[config.mk]
export PLATFORM = sky130hd
export DESIGN_NAME = command_line_tokenizer_flat
export DESIGN_NICKNAME = d
export VERILOG_FILES = /design/src/sv/clt_pkg.sv /design/src/sv/clt_req_if.sv /design/src/sv/clt_rsp_if.sv /design/src/sv/command_line_tokenizer.sv /design/src/flat_wrapper.sv
export SDC_FILE = /design/constraint.sdc
export NUM_CORES = 1
export LEC_CHECK = 0
export BUFFER_PORTS_ARGS = -buffer_cell sky130_fd_sc_hd__buf_2
export CAP_MARGIN = 20
export CORE_MARGIN = 4
export CORE_UTILIZATION = 52
export CTS_CLUSTER_SIZE = 24
export DETAILED_ROUTE_END_ITERATION = 12
export PLACE_DENSITY = 0.82
export SLEW_MARGIN = 15
export SYNTH_ARGS = -nofsm -noshare
export SYNTH_HDL_FRONTEND = slang
export SYNTH_SLANG_ARGS = --single-unit
[constraint.sdc]
create_clock -name clock -period 2.6 [get_ports clock]
set_input_delay 0.52 -clock clock [delete_from_list [all_inputs] [get_ports clock]]
set_output_delay 0.52 -clock clock [all_outputs]
set_load 0.01 [all_outputs]
[src/sv/clt_pkg.sv]
// Shared types and constants for the command line tokenizer.
// Used by the channel interfaces, the tokenizer top level and its checker.
package clt_pkg;

   localparam int TEXT_W  = 8;
   localparam int ROLE_W  = 3;
   localparam int CNT_W   = 8;
   localparam int CNT_MAX = 255;

   localparam int MAX_TOKENS_DEFAULT = 255;

   localparam logic [TEXT_W-1:0] CH_SPACE = 8'h20;
   localparam logic [TEXT_W-1:0] CH_DASH  = 8'h2D;
   localparam logic [TEXT_W-1:0] CH_QUOTE = 8'h22;

   typedef enum logic [ROLE_W-1:0] {
      ROLE_CMD        = 3'd0,
      ROLE_SPACE      = 3'd1,
      ROLE_DASH       = 3'd2,
      ROLE_FLAG_CHAR  = 3'd3,
      ROLE_ARG_CHAR   = 3'd4,
      ROLE_QUOTE_OPEN = 3'd5,
      ROLE_QUOTE_CLOSE = 3'd6
   } role_type;

   typedef enum logic [5:0] {
      PH_CMD     = 6'b000001,
      PH_GAP     = 6'b000010,
      PH_FLAG    = 6'b000100,
      PH_ARG     = 6'b001000,
      PH_ARG_GAP = 6'b010000,
      PH_QUOTE   = 6'b100000
   } phase_type;

   function automatic logic is_alnum(input logic [TEXT_W-1:0] c);
      return (c >= 8'h61 && c <= 8'h7A) || (c >= 8'h41 && c <= 8'h5A) ||
             (c >= 8'h30 && c <= 8'h39);
   endfunction

   // Increment that stops at the cap.
   function automatic logic [CNT_W-1:0] sat_inc(input logic [CNT_W-1:0] v,
                                                input logic [CNT_W-1:0] cap);
      return (v < cap) ? v + 1'b1 : cap;
   endfunction

endpackage

[src/sv/clt_req_if.sv]
// Input channel of the tokenizer: one text byte per word.
// Depends on clt_pkg for the field widths.
interface clt_req_if import clt_pkg::*; ();
   logic              valid;
   logic              ready;
   logic [TEXT_W-1:0] text_byte;
   logic              line_end;

   modport source (output valid, output text_byte, output line_end, input ready);
   modport sink (input valid, input text_byte, input line_end, output ready);
   modport monitor (input valid, input text_byte, input line_end, input ready);
endinterface

[src/sv/clt_rsp_if.sv]
// Result channel of the tokenizer: one role word per text byte.
// Depends on clt_pkg for the field widths.
interface clt_rsp_if import clt_pkg::*; ();
   logic              valid;
   logic              ready;
   logic [ROLE_W-1:0] char_role;
   logic              token_start;
   logic [CNT_W-1:0]  token_number;
   logic              line_done;
   logic              parse_status;
   logic [CNT_W-1:0]  flag_total;
   logic [CNT_W-1:0]  arg_total;

   modport source (output valid, output char_role, output token_start,
                   output token_number, output line_done, output parse_status,
                   output flag_total, output arg_total, input ready);
   modport sink (input valid, input char_role, input token_start,
                 input token_number, input line_done, input parse_status,
                 input flag_total, input arg_total, output ready);
   modport monitor (input valid, input char_role, input token_start,
                    input token_number, input line_done, input parse_status,
                    input flag_total, input arg_total, input ready);
endinterface

[src/sv/command_line_tokenizer.sv]
// Command line tokenizer top level: classifies each byte of a command line.
// Depends on clt_pkg, clt_req_if and clt_rsp_if.
//
//   channel   direction  word contents
//   req_chan  in         text_byte, line_end
//   rsp_chan  out        char_role, token_start, token_number, line_done,
//                        parse_status, flag_total, arg_total
//
// One byte is accepted per cycle while the result is not stalled; its result
// appears in the result register on the next cycle, one word a cycle.
// The parse phase and counters update on the accepted byte in the same cycle.
// A stalled result holds the register, and a new byte is taken in the cycle
// the held result is taken. Synchronous reset clears the phase and counters,
// as does the final byte of every line.
module command_line_tokenizer import clt_pkg::*; #(
   parameter int MAX_TOKENS = MAX_TOKENS_DEFAULT
) (
   input logic clock,
   input logic reset,
   clt_req_if.sink   req_chan,
   clt_rsp_if.source rsp_chan
);

   localparam logic [CNT_W-1:0] CNT_CAP =
      CNT_W'((MAX_TOKENS < CNT_MAX) ? MAX_TOKENS : CNT_MAX);

   phase_type        phase_ff, phase_in;
   logic [CNT_W-1:0] flag_cnt_ff, flag_cnt_in;
   logic [CNT_W-1:0] arg_cnt_ff, arg_cnt_in;
   logic [CNT_W-1:0] cur_num_ff, cur_num_in;
   logic             first_ff, first_in;

   logic             out_valid_ff;
   logic [ROLE_W-1:0] role_ff;
   logic             start_ff;
   logic [CNT_W-1:0] num_ff;
   logic             done_ff;
   logic             status_ff;
   logic [CNT_W-1:0] flag_tot_ff;
   logic [CNT_W-1:0] arg_tot_ff;

   logic             accept;
   logic [TEXT_W-1:0] c;
   role_type         role;
   logic             start;
   logic [CNT_W-1:0] num;
   logic             open_arg;
   logic             status;

   assign req_chan.ready = !out_valid_ff || rsp_chan.ready;
   assign accept         = req_chan.valid && req_chan.ready;
   assign c              = req_chan.text_byte;

   always_comb begin
      phase_in    = phase_ff;
      flag_cnt_in = flag_cnt_ff;
      arg_cnt_in  = arg_cnt_ff;
      cur_num_in  = cur_num_ff;
      role        = ROLE_CMD;
      start       = 1'b0;
      num         = '0;
      open_arg    = 1'b0;

      unique case (phase_ff)
         PH_CMD: begin
            if (c == CH_SPACE) begin
               role     = ROLE_SPACE;
               phase_in = PH_GAP;
            end else begin
               role  = ROLE_CMD;
               start = first_ff;
            end
         end
         PH_GAP, PH_FLAG: begin
            priority if (c == CH_SPACE) begin
               role     = ROLE_SPACE;
               phase_in = PH_GAP;
            end else if (c == CH_DASH) begin
               // A flag is counted on its dash, even with no letters after it.
               role        = ROLE_DASH;
               start       = 1'b1;
               num         = flag_cnt_ff;
               cur_num_in  = flag_cnt_ff;
               flag_cnt_in = sat_inc(flag_cnt_ff, CNT_CAP);
               phase_in    = PH_FLAG;
            end else if (phase_ff == PH_FLAG && is_alnum(c)) begin
               role = ROLE_FLAG_CHAR;
               num  = cur_num_ff;
            end else begin
               open_arg = 1'b1;
            end
         end
         PH_ARG: begin
            if (c == CH_SPACE) begin
               role     = ROLE_SPACE;
               phase_in = PH_ARG_GAP;
            end else begin
               role = ROLE_ARG_CHAR;
               num  = cur_num_ff;
            end
         end
         PH_QUOTE: begin
            num = cur_num_ff;
            if (c == CH_QUOTE) begin
               // A quoted argument is counted only when it closes.
               role       = ROLE_QUOTE_CLOSE;
               arg_cnt_in = sat_inc(arg_cnt_ff, CNT_CAP);
               phase_in   = PH_ARG_GAP;
            end else begin
               role = ROLE_ARG_CHAR;
            end
         end
         default: begin
            if (c == CH_SPACE) begin
               role     = ROLE_SPACE;
               phase_in = PH_ARG_GAP;
            end else begin
               open_arg = 1'b1;
            end
         end
      endcase

      if (open_arg) begin
         start      = 1'b1;
         num        = arg_cnt_ff;
         cur_num_in = arg_cnt_ff;
         if (c == CH_QUOTE) begin
            role     = ROLE_QUOTE_OPEN;
            phase_in = PH_QUOTE;
         end else begin
            role       = ROLE_ARG_CHAR;
            arg_cnt_in = sat_inc(arg_cnt_ff, CNT_CAP);
            phase_in   = PH_ARG;
         end
      end

      status   = (phase_in == PH_QUOTE);
      first_in = 1'b0;
   end

   always_ff @(posedge clock) begin
      if (reset) begin
         phase_ff    <= PH_CMD;
         flag_cnt_ff <= '0;
         arg_cnt_ff  <= '0;
         cur_num_ff  <= '0;
         first_ff    <= 1'b1;
      end else if (accept) begin
         if (req_chan.line_end) begin
            phase_ff    <= PH_CMD;
            flag_cnt_ff <= '0;
            arg_cnt_ff  <= '0;
            cur_num_ff  <= '0;
            first_ff    <= 1'b1;
         end else begin
            phase_ff    <= phase_in;
            flag_cnt_ff <= flag_cnt_in;
            arg_cnt_ff  <= arg_cnt_in;
            cur_num_ff  <= cur_num_in;
            first_ff    <= first_in;
         end
      end
   end

   always_ff @(posedge clock) begin
      if (reset) begin
         out_valid_ff <= 1'b0;
      end else if (accept) begin
         out_valid_ff <= 1'b1;
      end else if (rsp_chan.ready) begin
         out_valid_ff <= 1'b0;
      end
   end

   always_ff @(posedge clock) begin
      if (accept) begin
         role_ff  <= role;
         start_ff <= start;
         num_ff   <= num;
         done_ff  <= req_chan.line_end;
         if (req_chan.line_end) begin
            status_ff   <= status;
            flag_tot_ff <= flag_cnt_in;
            arg_tot_ff  <= arg_cnt_in;
         end else begin
            status_ff   <= 1'b0;
            flag_tot_ff <= '0;
            arg_tot_ff  <= '0;
         end
      end
   end

   assign rsp_chan.valid        = out_valid_ff;
   assign rsp_chan.char_role    = role_ff;
   assign rsp_chan.token_start  = start_ff;
   assign rsp_chan.token_number = num_ff;
   assign rsp_chan.line_done    = done_ff;
   assign rsp_chan.parse_status = status_ff;
   assign rsp_chan.flag_total   = flag_tot_ff;
   assign rsp_chan.arg_total    = arg_tot_ff;

endmodule

[src/flat_wrapper.sv]
// flat-port wrapper written by rule: the top's interface ports become plain ports
module command_line_tokenizer_flat import clt_pkg::*;
#(
   parameter int MAX_TOKENS = MAX_TOKENS_DEFAULT
)
  (clock, reset, req_chan_valid, req_chan_text_byte, req_chan_line_end, req_chan_ready, rsp_chan_valid, rsp_chan_char_role, rsp_chan_token_start, rsp_chan_token_number, rsp_chan_line_done, rsp_chan_parse_status, rsp_chan_flag_total, rsp_chan_arg_total, rsp_chan_ready);
  clt_req_if req_chan_i ();
  clt_rsp_if rsp_chan_i ();
  input logic clock;
  input logic reset;
  input wire logic [$bits(req_chan_i.valid)-1:0] req_chan_valid;
  input wire logic [$bits(req_chan_i.text_byte)-1:0] req_chan_text_byte;
  input wire logic [$bits(req_chan_i.line_end)-1:0] req_chan_line_end;
  output wire logic [$bits(req_chan_i.ready)-1:0] req_chan_ready;
  output wire logic [$bits(rsp_chan_i.valid)-1:0] rsp_chan_valid;
  output wire logic [$bits(rsp_chan_i.char_role)-1:0] rsp_chan_char_role;
  output wire logic [$bits(rsp_chan_i.token_start)-1:0] rsp_chan_token_start;
  output wire logic [$bits(rsp_chan_i.token_number)-1:0] rsp_chan_token_number;
  output wire logic [$bits(rsp_chan_i.line_done)-1:0] rsp_chan_line_done;
  output wire logic [$bits(rsp_chan_i.parse_status)-1:0] rsp_chan_parse_status;
  output wire logic [$bits(rsp_chan_i.flag_total)-1:0] rsp_chan_flag_total;
  output wire logic [$bits(rsp_chan_i.arg_total)-1:0] rsp_chan_arg_total;
  input wire logic [$bits(rsp_chan_i.ready)-1:0] rsp_chan_ready;
  assign req_chan_i.valid = req_chan_valid;
  assign req_chan_i.text_byte = req_chan_text_byte;
  assign req_chan_i.line_end = req_chan_line_end;
  assign req_chan_ready = req_chan_i.ready;
  assign rsp_chan_valid = rsp_chan_i.valid;
  assign rsp_chan_char_role = rsp_chan_i.char_role;
  assign rsp_chan_token_start = rsp_chan_i.token_start;
  assign rsp_chan_token_number = rsp_chan_i.token_number;
  assign rsp_chan_line_done = rsp_chan_i.line_done;
  assign rsp_chan_parse_status = rsp_chan_i.parse_status;
  assign rsp_chan_flag_total = rsp_chan_i.flag_total;
  assign rsp_chan_arg_total = rsp_chan_i.arg_total;
  assign rsp_chan_i.ready = rsp_chan_ready;
  command_line_tokenizer #(.MAX_TOKENS(MAX_TOKENS)) u_core (.clock(clock), .reset(reset), .req_chan(req_chan_i), .rsp_chan(rsp_chan_i));
endmodule
Word level (Yosys, flattened, before mapping)
Index checks and enable logic that the tools add are counted.
{"block": "word_totals", "ff_bits": 62, "latch_bits": 0, "mem_bits_rw": 0, "rom_bits": 0, "in_bits": 13, "out_inout_bits": 32, "word_cells": 100, "memories": 0}
{"block": "op_classes", "n_addsub": 2, "n_mul": 0, "div_mod_pow": 0, "n_lt_le_gt_ge": 8, "n_eq_ne": 10, "n_shift": 0, "mux": 52, "bitwise_logic": 0, "reduce_logical": 15}
{"cell": "$mux W8", "count": 21}
{"cell": "$mux W6", "count": 8}
{"cell": "$eq A8 B6 Y1 const B", "count": 3}
{"cell": "$pmux W8 S3", "count": 1}
{"cell": "$pmux W6 S3", "count": 1}
{"cell": "$add A8 B1 Y8 const B", "count": 2}
{"cell": "$ge A8 B7 Y1 const B", "count": 2}
{"cell": "$le A8 B7 Y1 const B", "count": 2}
{"cell": "$lt A8 B8 Y1 const B", "count": 2}
{"cell": "$eq A6 B6 Y1 const B", "count": 2}
{"cell": "$mux W1", "count": 12}
{"cell": "$mux W3", "count": 4}
{"cell": "$pmux W3 S3", "count": 1}
{"cell": "$ge A8 B6 Y1 const B", "count": 1}
{"cell": "$le A8 B6 Y1 const B", "count": 1}
{"cell": "$eq A6 B1 Y1 const B", "count": 1}
{"cell": "$eq A6 B2 Y1 const B", "count": 1}
{"cell": "$eq A6 B3 Y1 const B", "count": 1}
{"cell": "$eq A6 B4 Y1 const B", "count": 1}
{"cell": "$reduce_bool A3 Y1", "count": 2}
{"cell": "$logic_and A1 B1 Y1", "count": 5}
{"cell": "$mux W2", "count": 2}
{"cell": "$pmux W1 S2", "count": 2}
{"cell": "$reduce_and A4 Y1", "count": 1}
{"cell": "other kinds (6)", "count": 8}

Logic depth before layout (Yosys ltp)
{"block": "depth", "word_depth": 11, "ltp_mapped": 8}

Worst setup path after synthesis
Ideal clock, no wire load.
{"block": "synth_path", "path_type": "input-to-reg", "from": "in rsp_chan_ready", "to": "reg u_core.flag_cnt_ff[1]", "arrival_ns": 2.497, "setup_slack_ns": -0.031, "cell_stages": 7, "cell_sequence": "nand2b_1 nand2_1 clkinv_1 clkbuf_1 o21ai_0 nand2_1 a21oi_1"}
{"block": "synth_via", "elab_chain_len": 2}
{"item": "start: declaration", "line_no": "flat_wrapper.sv:23", "source": "input wire logic [$bits(rsp_chan_i.ready)-1:0] rsp_chan_ready;"}
{"item": "$logic_or A1 B1 Y1", "line_no": "command_line_tokenizer.sv:50", "source": "assign req_chan.ready = !out_valid_ff || rsp_chan.ready;"}
{"item": "$logic_and A1 B1 Y1", "line_no": "command_line_tokenizer.sv:51", "source": "assign accept = req_chan.valid && req_chan.ready;"}
{"item": "named net u_core.accept", "line_no": "command_line_tokenizer.sv:42", "source": "logic accept;"}
{"item": "end signal: assignment", "line_no": "command_line_tokenizer.sv:157", "source": "flag_cnt_ff <= flag_cnt_in;"}
{"item": "end: declaration", "line_no": "command_line_tokenizer.sv:28", "source": "logic [CNT_W-1:0] flag_cnt_ff, flag_cnt_in;"}
The timed path passes the listed nets, and every way through them passes these cells.
A chain may end at the register's enable or synchronous reset.

Final worst setup path
{"block": "layout_path", "from": "reg u_core.phase_ff[5]", "to": "reg u_core.arg_tot_ff[2] (netlist: u_core.rsp_chan.arg_total[2]), data pin"}
{"block": "layout_via", "elab_chain_len": 7, "word_cells_on_any_way": 15, "classes_between": "eq/ne: 5; mux: 7; reduce/logical: 3"}
{"item": "start: declaration", "line_no": "command_line_tokenizer.sv:27", "source": "phase_type phase_ff, phase_in;"}
{"item": "start signal: assignment", "line_no": "command_line_tokenizer.sv:156", "source": "phase_ff <= phase_in;"}
{"item": "$eq A6 B3 Y1", "line_no": "command_line_tokenizer.sv:64, command_line_tokenizer.sv:86"}
{"item": "$logic_and A1 B1 Y1", "line_no": "command_line_tokenizer.sv:86", "source": "end else if (phase_ff == PH_FLAG && is_alnum(c)) begin"}
{"item": "$mux W1", "line_no": "command_line_tokenizer.sv:86"}
{"item": "$mux W1", "line_no": "command_line_tokenizer.sv:78", "source": "end else if (c == CH_DASH) begin"}
{"item": "$mux W1", "line_no": "command_line_tokenizer.sv:75", "source": "priority if (c == CH_SPACE) begin"}
{"item": "$pmux W1 S2", "line_no": "command_line_tokenizer.sv:64", "source": "unique case (phase_ff)"}
{"item": "$mux W8 (*)", "line_no": "command_line_tokenizer.sv:123", "source": "if (open_arg) begin"}
{"item": "end signal: assignment", "line_no": "command_line_tokenizer.sv:184", "source": "arg_tot_ff <= arg_cnt_in;"}
{"item": "end: declaration", "line_no": "command_line_tokenizer.sv:40", "source": "logic [CNT_W-1:0] arg_tot_ff;"}
Mark *: on every way between the ends. The rest lies on a longest branch, timed or not.

==> results <==
- The repair_antennas step left the layout with diodes totalling 0.
- The hold violation count in the final report came to 0.
- The most critical setup path has its endpoint at u_core.rsp_chan.arg_total[2]$_SDFFCE_PN0P_.
- The number of non-filler instances in the completed layout is 478.
- The total via count after detailed routing is 3,092.
- The Yosys step of the flow raised 0 warnings.
- The area after detailed placement is about 3700 um^2.
- The count of input and output buffers is 44.
- The clock net in this run drives a total of 62 sinks.
- The startpoint type of the worst setup path is a flop.
- In this run the static leakage power is 1.53 nW.
- Clock tree synthesis inserted a total of 9 buffers.
- In this run the number of H-tree levels came out at 3.
- For this block, the initial DRC count from the detailed router was 281.
- At the pin with the least slew margin, the transition time is 0.684 ns.
- The number of global-route vias before repair is 2,900.
- Entering global routing, the biggest net connects 25 pins.
- Of the cells placed in the final design, the portion with a size suffix greater than 1 is 0.251.
- A synthesized cell averages 9.70 um^2.
- In this run the post-CTS setup repair buffer count came out at 0.
- The critical path in this run is classified as flop to flop.
- In the layout the commonest cells are sky130_fd_sc_hd__buf_2, sky130_fd_sc_hd__dfxtp_1, sky130_fd_sc_hd__edfxtp_1, sky130_fd_sc_hd__buf_4, sky130_fd_sc_hd__a21oi_1.
- The overall power of the completed layout is 2.03 mW.
- The worst register-to-register path ends at u_core.rsp_chan.arg_total[2]$_SDFFCE_PN0P_.
- The internal power of the cells totals 1.57 mW.
- The standard-cell row count is 28.
- Yosys mapped a number of flops with a built-in enable equal to 30.
- The root buffer cell is sky130_fd_sc_hd__clkbuf_8.
- The part of the Yosys area used for sequential elements is 0.469.
- In this run the power density over the cells is between 500 and 600 nW/um^2.
- The post-layout net count is 413.
- In the finished design, the share of the clock period the worst path needs comes to 0.955.
- The core region is 6030 um^2.
- The number of nets with antenna violations after detailed routing is 0.
- The min-delay analysis places its worst path in the category input pin to flop.
- Timing would allow up to 0.403 GHz.
- The initial antenna violation count is 0.
- The net switching power figure is 0.458 mW.
- Compared with the post-synthesis result, the final layout area differs by 19.2%.
- After synthesis, the share of flip-flops with an asynchronous set or reset is 0.
- Once the clock tree was built, the resizer swapped 0 gates to a different size.
- The slack of the worst reg-to-reg path is ~0.12 ns.
- The maximum root-to-sink buffer count is 2.
- The post-synthesis register bit count is 62.
- The number of nets in the synthesized netlist is roughly 350.
- Of the total power, the share spent switching nets is 0.226.
- The vertical extent of the die is between 80 and 90 um.
- The combined global-route utilization of all metal layers is 0.239.
- The mapped cell area is 3290 um^2.
- Counting tap cells, the placed design contains a total of 462 instances.
- The number of pins with negative max-slew slack in the final report came to 0.
- The clock share of power is 0.410.
- Measured in cells, the most critical reg-to-reg path has a length of 6.
- The flow ran to the end, and the final reports show no timing, DRC or antenna violations.
- Among all flip-flop cells after synthesis, the most frequent one is sky130_fd_sc_hd__dfxtp_1.
- The element type at the critical path end is a flop.
- Setup repair after global routing could not meet its margin everywhere.
- The arrival time of the worst setup path is 2.65 ns.
- The placed wire-length estimate after detailed placement is 6090 um.
- For this design the top-level I/O count stands at 45.
- In this run the critical register-to-register path is launched from u_core.phase_ff[5]$_SDFFE_PP0P_.
- The die is 87.5 um wide.
- The final layout contains routed wiring with a total length of 8580 um.
- The clock slew at the register clock pins of the worst setup and hold paths is 0.07 ns.
- The remaining global-route overflow is 0.
- Dividing the detail-routed via count by the number of cells gives 6.47.
- The die area is 7660 um^2.
- The clock insertion delay at the later pin of the skew report is 0.35 ns.
- The detailed-route DRC error count is 0.
- Setup violations remaining at the end of the flow were counted as 0.
- The initial cell density of the core is 0.546.
- After routing the design area is between 3000 and 4000 um^2.
- The hold slack is about 0.42 ns.
- Ranked by total cell area, the synthesized netlist is headed by sky130_fd_sc_hd__edfxtp_1, sky130_fd_sc_hd__dfxtp_1, sky130_fd_sc_hd__a21oi_1, sky130_fd_sc_hd__and3_1, sky130_fd_sc_hd__a221o_1.
- The global-route wire length before repair is 14,100 um.
- Routability-driven placement finished with a final weighted congestion of 0.912.
- The part of the power in combinational logic is 0.071.
- The largest total area in the synthesized netlist belongs to sky130_fd_sc_hd__edfxtp_1.
- The origin of the worst setup path is u_core.phase_ff[5]$_SDFFE_PP0P_.
- The share of synthesized area in the top cell type comes to 0.274.
- The worst-path maximum fanout is 14.
- The worst IR drop on VDD is 0.338 mV.
- Dividing the detail-routed wire length by the instance count gives 17.9 um.
- The shortest clock period the worst path allows after layout is ~2.5 ns.
- The clock tree from TritonCTS is done.
- The normalized max-slew margin is 0.544.
- The leading cell type in the layout, fill and taps excluded is sky130_fd_sc_hd__buf_2.
- Clock skew on the completed layout was measured at 0.00556 ns.
- The max-capacitance violation count is 0.
- The endpoint required time on the critical path is 2.76 ns.
- The first-pass detailed-route iteration total is 4.
- The sequential group share of total power is 0.520.
- The number of distinct library cells after synthesis is between 50 and 60.
- In the synthesized netlist, the number of instances is ~340.
-- worst max-delay path, cell delays in order (launching register included) --
cell and delay (ns):
sky130_fd_sc_hd__dfxtp_1 0.40, sky130_fd_sc_hd__nor4_1 0.46, sky130_fd_sc_hd__and2_1 0.22, sky130_fd_sc_hd__o21ai_0 0.15, sky130_fd_sc_hd__o22ai_2 0.59, sky130_fd_sc_hd__a21oi_1 0.17, sky130_fd_sc_hd__a311oi_1 0.30
-- logic make-up after synthesis --
family,Yosys count,share of synthesized area
and+or+nand+nor,120,0.210
AOI/OAI and AO/OA,118,0.261
xor gates and xnor gates,3,0.00799
adders and majority gates,2,0.00761
muxes,2,0.00609
DFF,62,0.469
buffers and inverters,32,0.0388
-- power by group through the flow --
stage	Combinational [mW]	Sequential [mW]	Clock, mW
global route	0.156	1.05	0.882
global placement	0.139	1.07	0
floorplan	0.0618	1.09	0
detailed placement	0.142	1.07	0
finish	0.143	1.05	0.830
CTS	0.143	1.05	0.830
-- sequential cells by signal, summed over array words and instances, names as in the netlist --
register,flops
u_core.rsp_chan.line_done,1
u_core.rsp_chan.parse_status,1
u_core.phase_ff,6
u_core.first_ff,1
u_core.rsp_chan.flag_total,8
u_core.flag_cnt_ff,8
u_core.cur_num_ff,8
u_core.rsp_chan.char_role,3
u_core.arg_cnt_ff,8
u_core.rsp_chan.arg_total,8
u_core.rsp_chan.token_start,1
u_core.rsp_chan.valid,1
u_core.rsp_chan.token_number,8
-- Yosys cell counts (3+ instances only) --
cell,n
sky130_fd_sc_hd__edfxtp_1,30
sky130_fd_sc_hd__nand2_1,20
sky130_fd_sc_hd__o211ai_1,3
sky130_fd_sc_hd__nor2_1,20
sky130_fd_sc_hd__nor3b_1,4
sky130_fd_sc_hd__o21ai_0,15
sky130_fd_sc_hd__clkbuf_1,20
sky130_fd_sc_hd__nor3_1,14
sky130_fd_sc_hd__and3_1,15
sky130_fd_sc_hd__nor4_1,4
sky130_fd_sc_hd__a21o_1,4
sky130_fd_sc_hd__or4_1,3
sky130_fd_sc_hd__a21oi_1,28
sky130_fd_sc_hd__a311oi_1,8
sky130_fd_sc_hd__a221o_1,8
sky130_fd_sc_hd__a211oi_1,8
sky130_fd_sc_hd__nand3_1,15
sky130_fd_sc_hd__inv_1,5
sky130_fd_sc_hd__and2_1,4
sky130_fd_sc_hd__o21a_1,5
sky130_fd_sc_hd__a31oi_1,9
sky130_fd_sc_hd__dfxtp_1,32
sky130_fd_sc_hd__o31ai_1,5
sky130_fd_sc_hd__nand2b_1,5
sky130_fd_sc_hd__o2bb2ai_1,8
sky130_fd_sc_hd__buf_2,3
-- per-stage QoR --
step	utilization	setup TNS (ns)	setup WS, ns
after CTS	0.651	0	0.189
after floorplan	-	0	0.109
after global routing	0.651	-0.00832	-0.00832
after global placement	0.620	-0.193	-0.0257
after detailed placement	0.620	-0.649	-0.0722
final	0.651	0	0.117
-- routing by layer --
layer | share of wire | GRT usage | up-vias
met5 | 0 | 0 | -
met4 | 0.031 | 0.110 | 0
met3 | 0.070 | 0.0499 | 24
met2 | 0.50 | 0.399 | 141
met1 | 0.40 | 0.296 | 1483
li1 | - | - | 1444
-- worst min path at each step --
stage	startpoint	end	slack [ns]	cells after the start
floorplan	u_core.first_ff$_SDFFE_PP1P_	u_core.first_ff$_SDFFE_PP1P_	0.43	1
global placement	u_core.cur_num_ff[3]$_SDFFE_PP0P_	u_core.cur_num_ff[3]$_SDFFE_PP0P_	0.45	1
detailed placement	u_core.first_ff$_SDFFE_PP1P_	u_core.first_ff$_SDFFE_PP1P_	0.45	1
CTS	req_chan_valid	u_core.rsp_chan.valid$_SDFFE_PP0P_	0.41	3
global route	req_chan_valid	u_core.rsp_chan.valid$_SDFFE_PP0P_	0.43	3
finish	req_chan_valid	u_core.rsp_chan.valid$_SDFFE_PP0P_	0.42	3
-- layout make-up --
cell class                      count  area [um^2]
Clock buffer                       15          156
Clock inverter                      1         30.0
Fill cell                         478         2100
Inverter                            6         22.5
Multi-Input combinational cell    245         1620
Sequential cell                    62         1540
Tap cell                           75         93.8
Timing Repair Buffer               74          458
-- timing repair --
action	CTS	global route
setup endpoints to repair	0	1
hold buffers	0	0
hold endpoints to repair	0	0
Note: power is estimated with default switching activity, not from simulation.
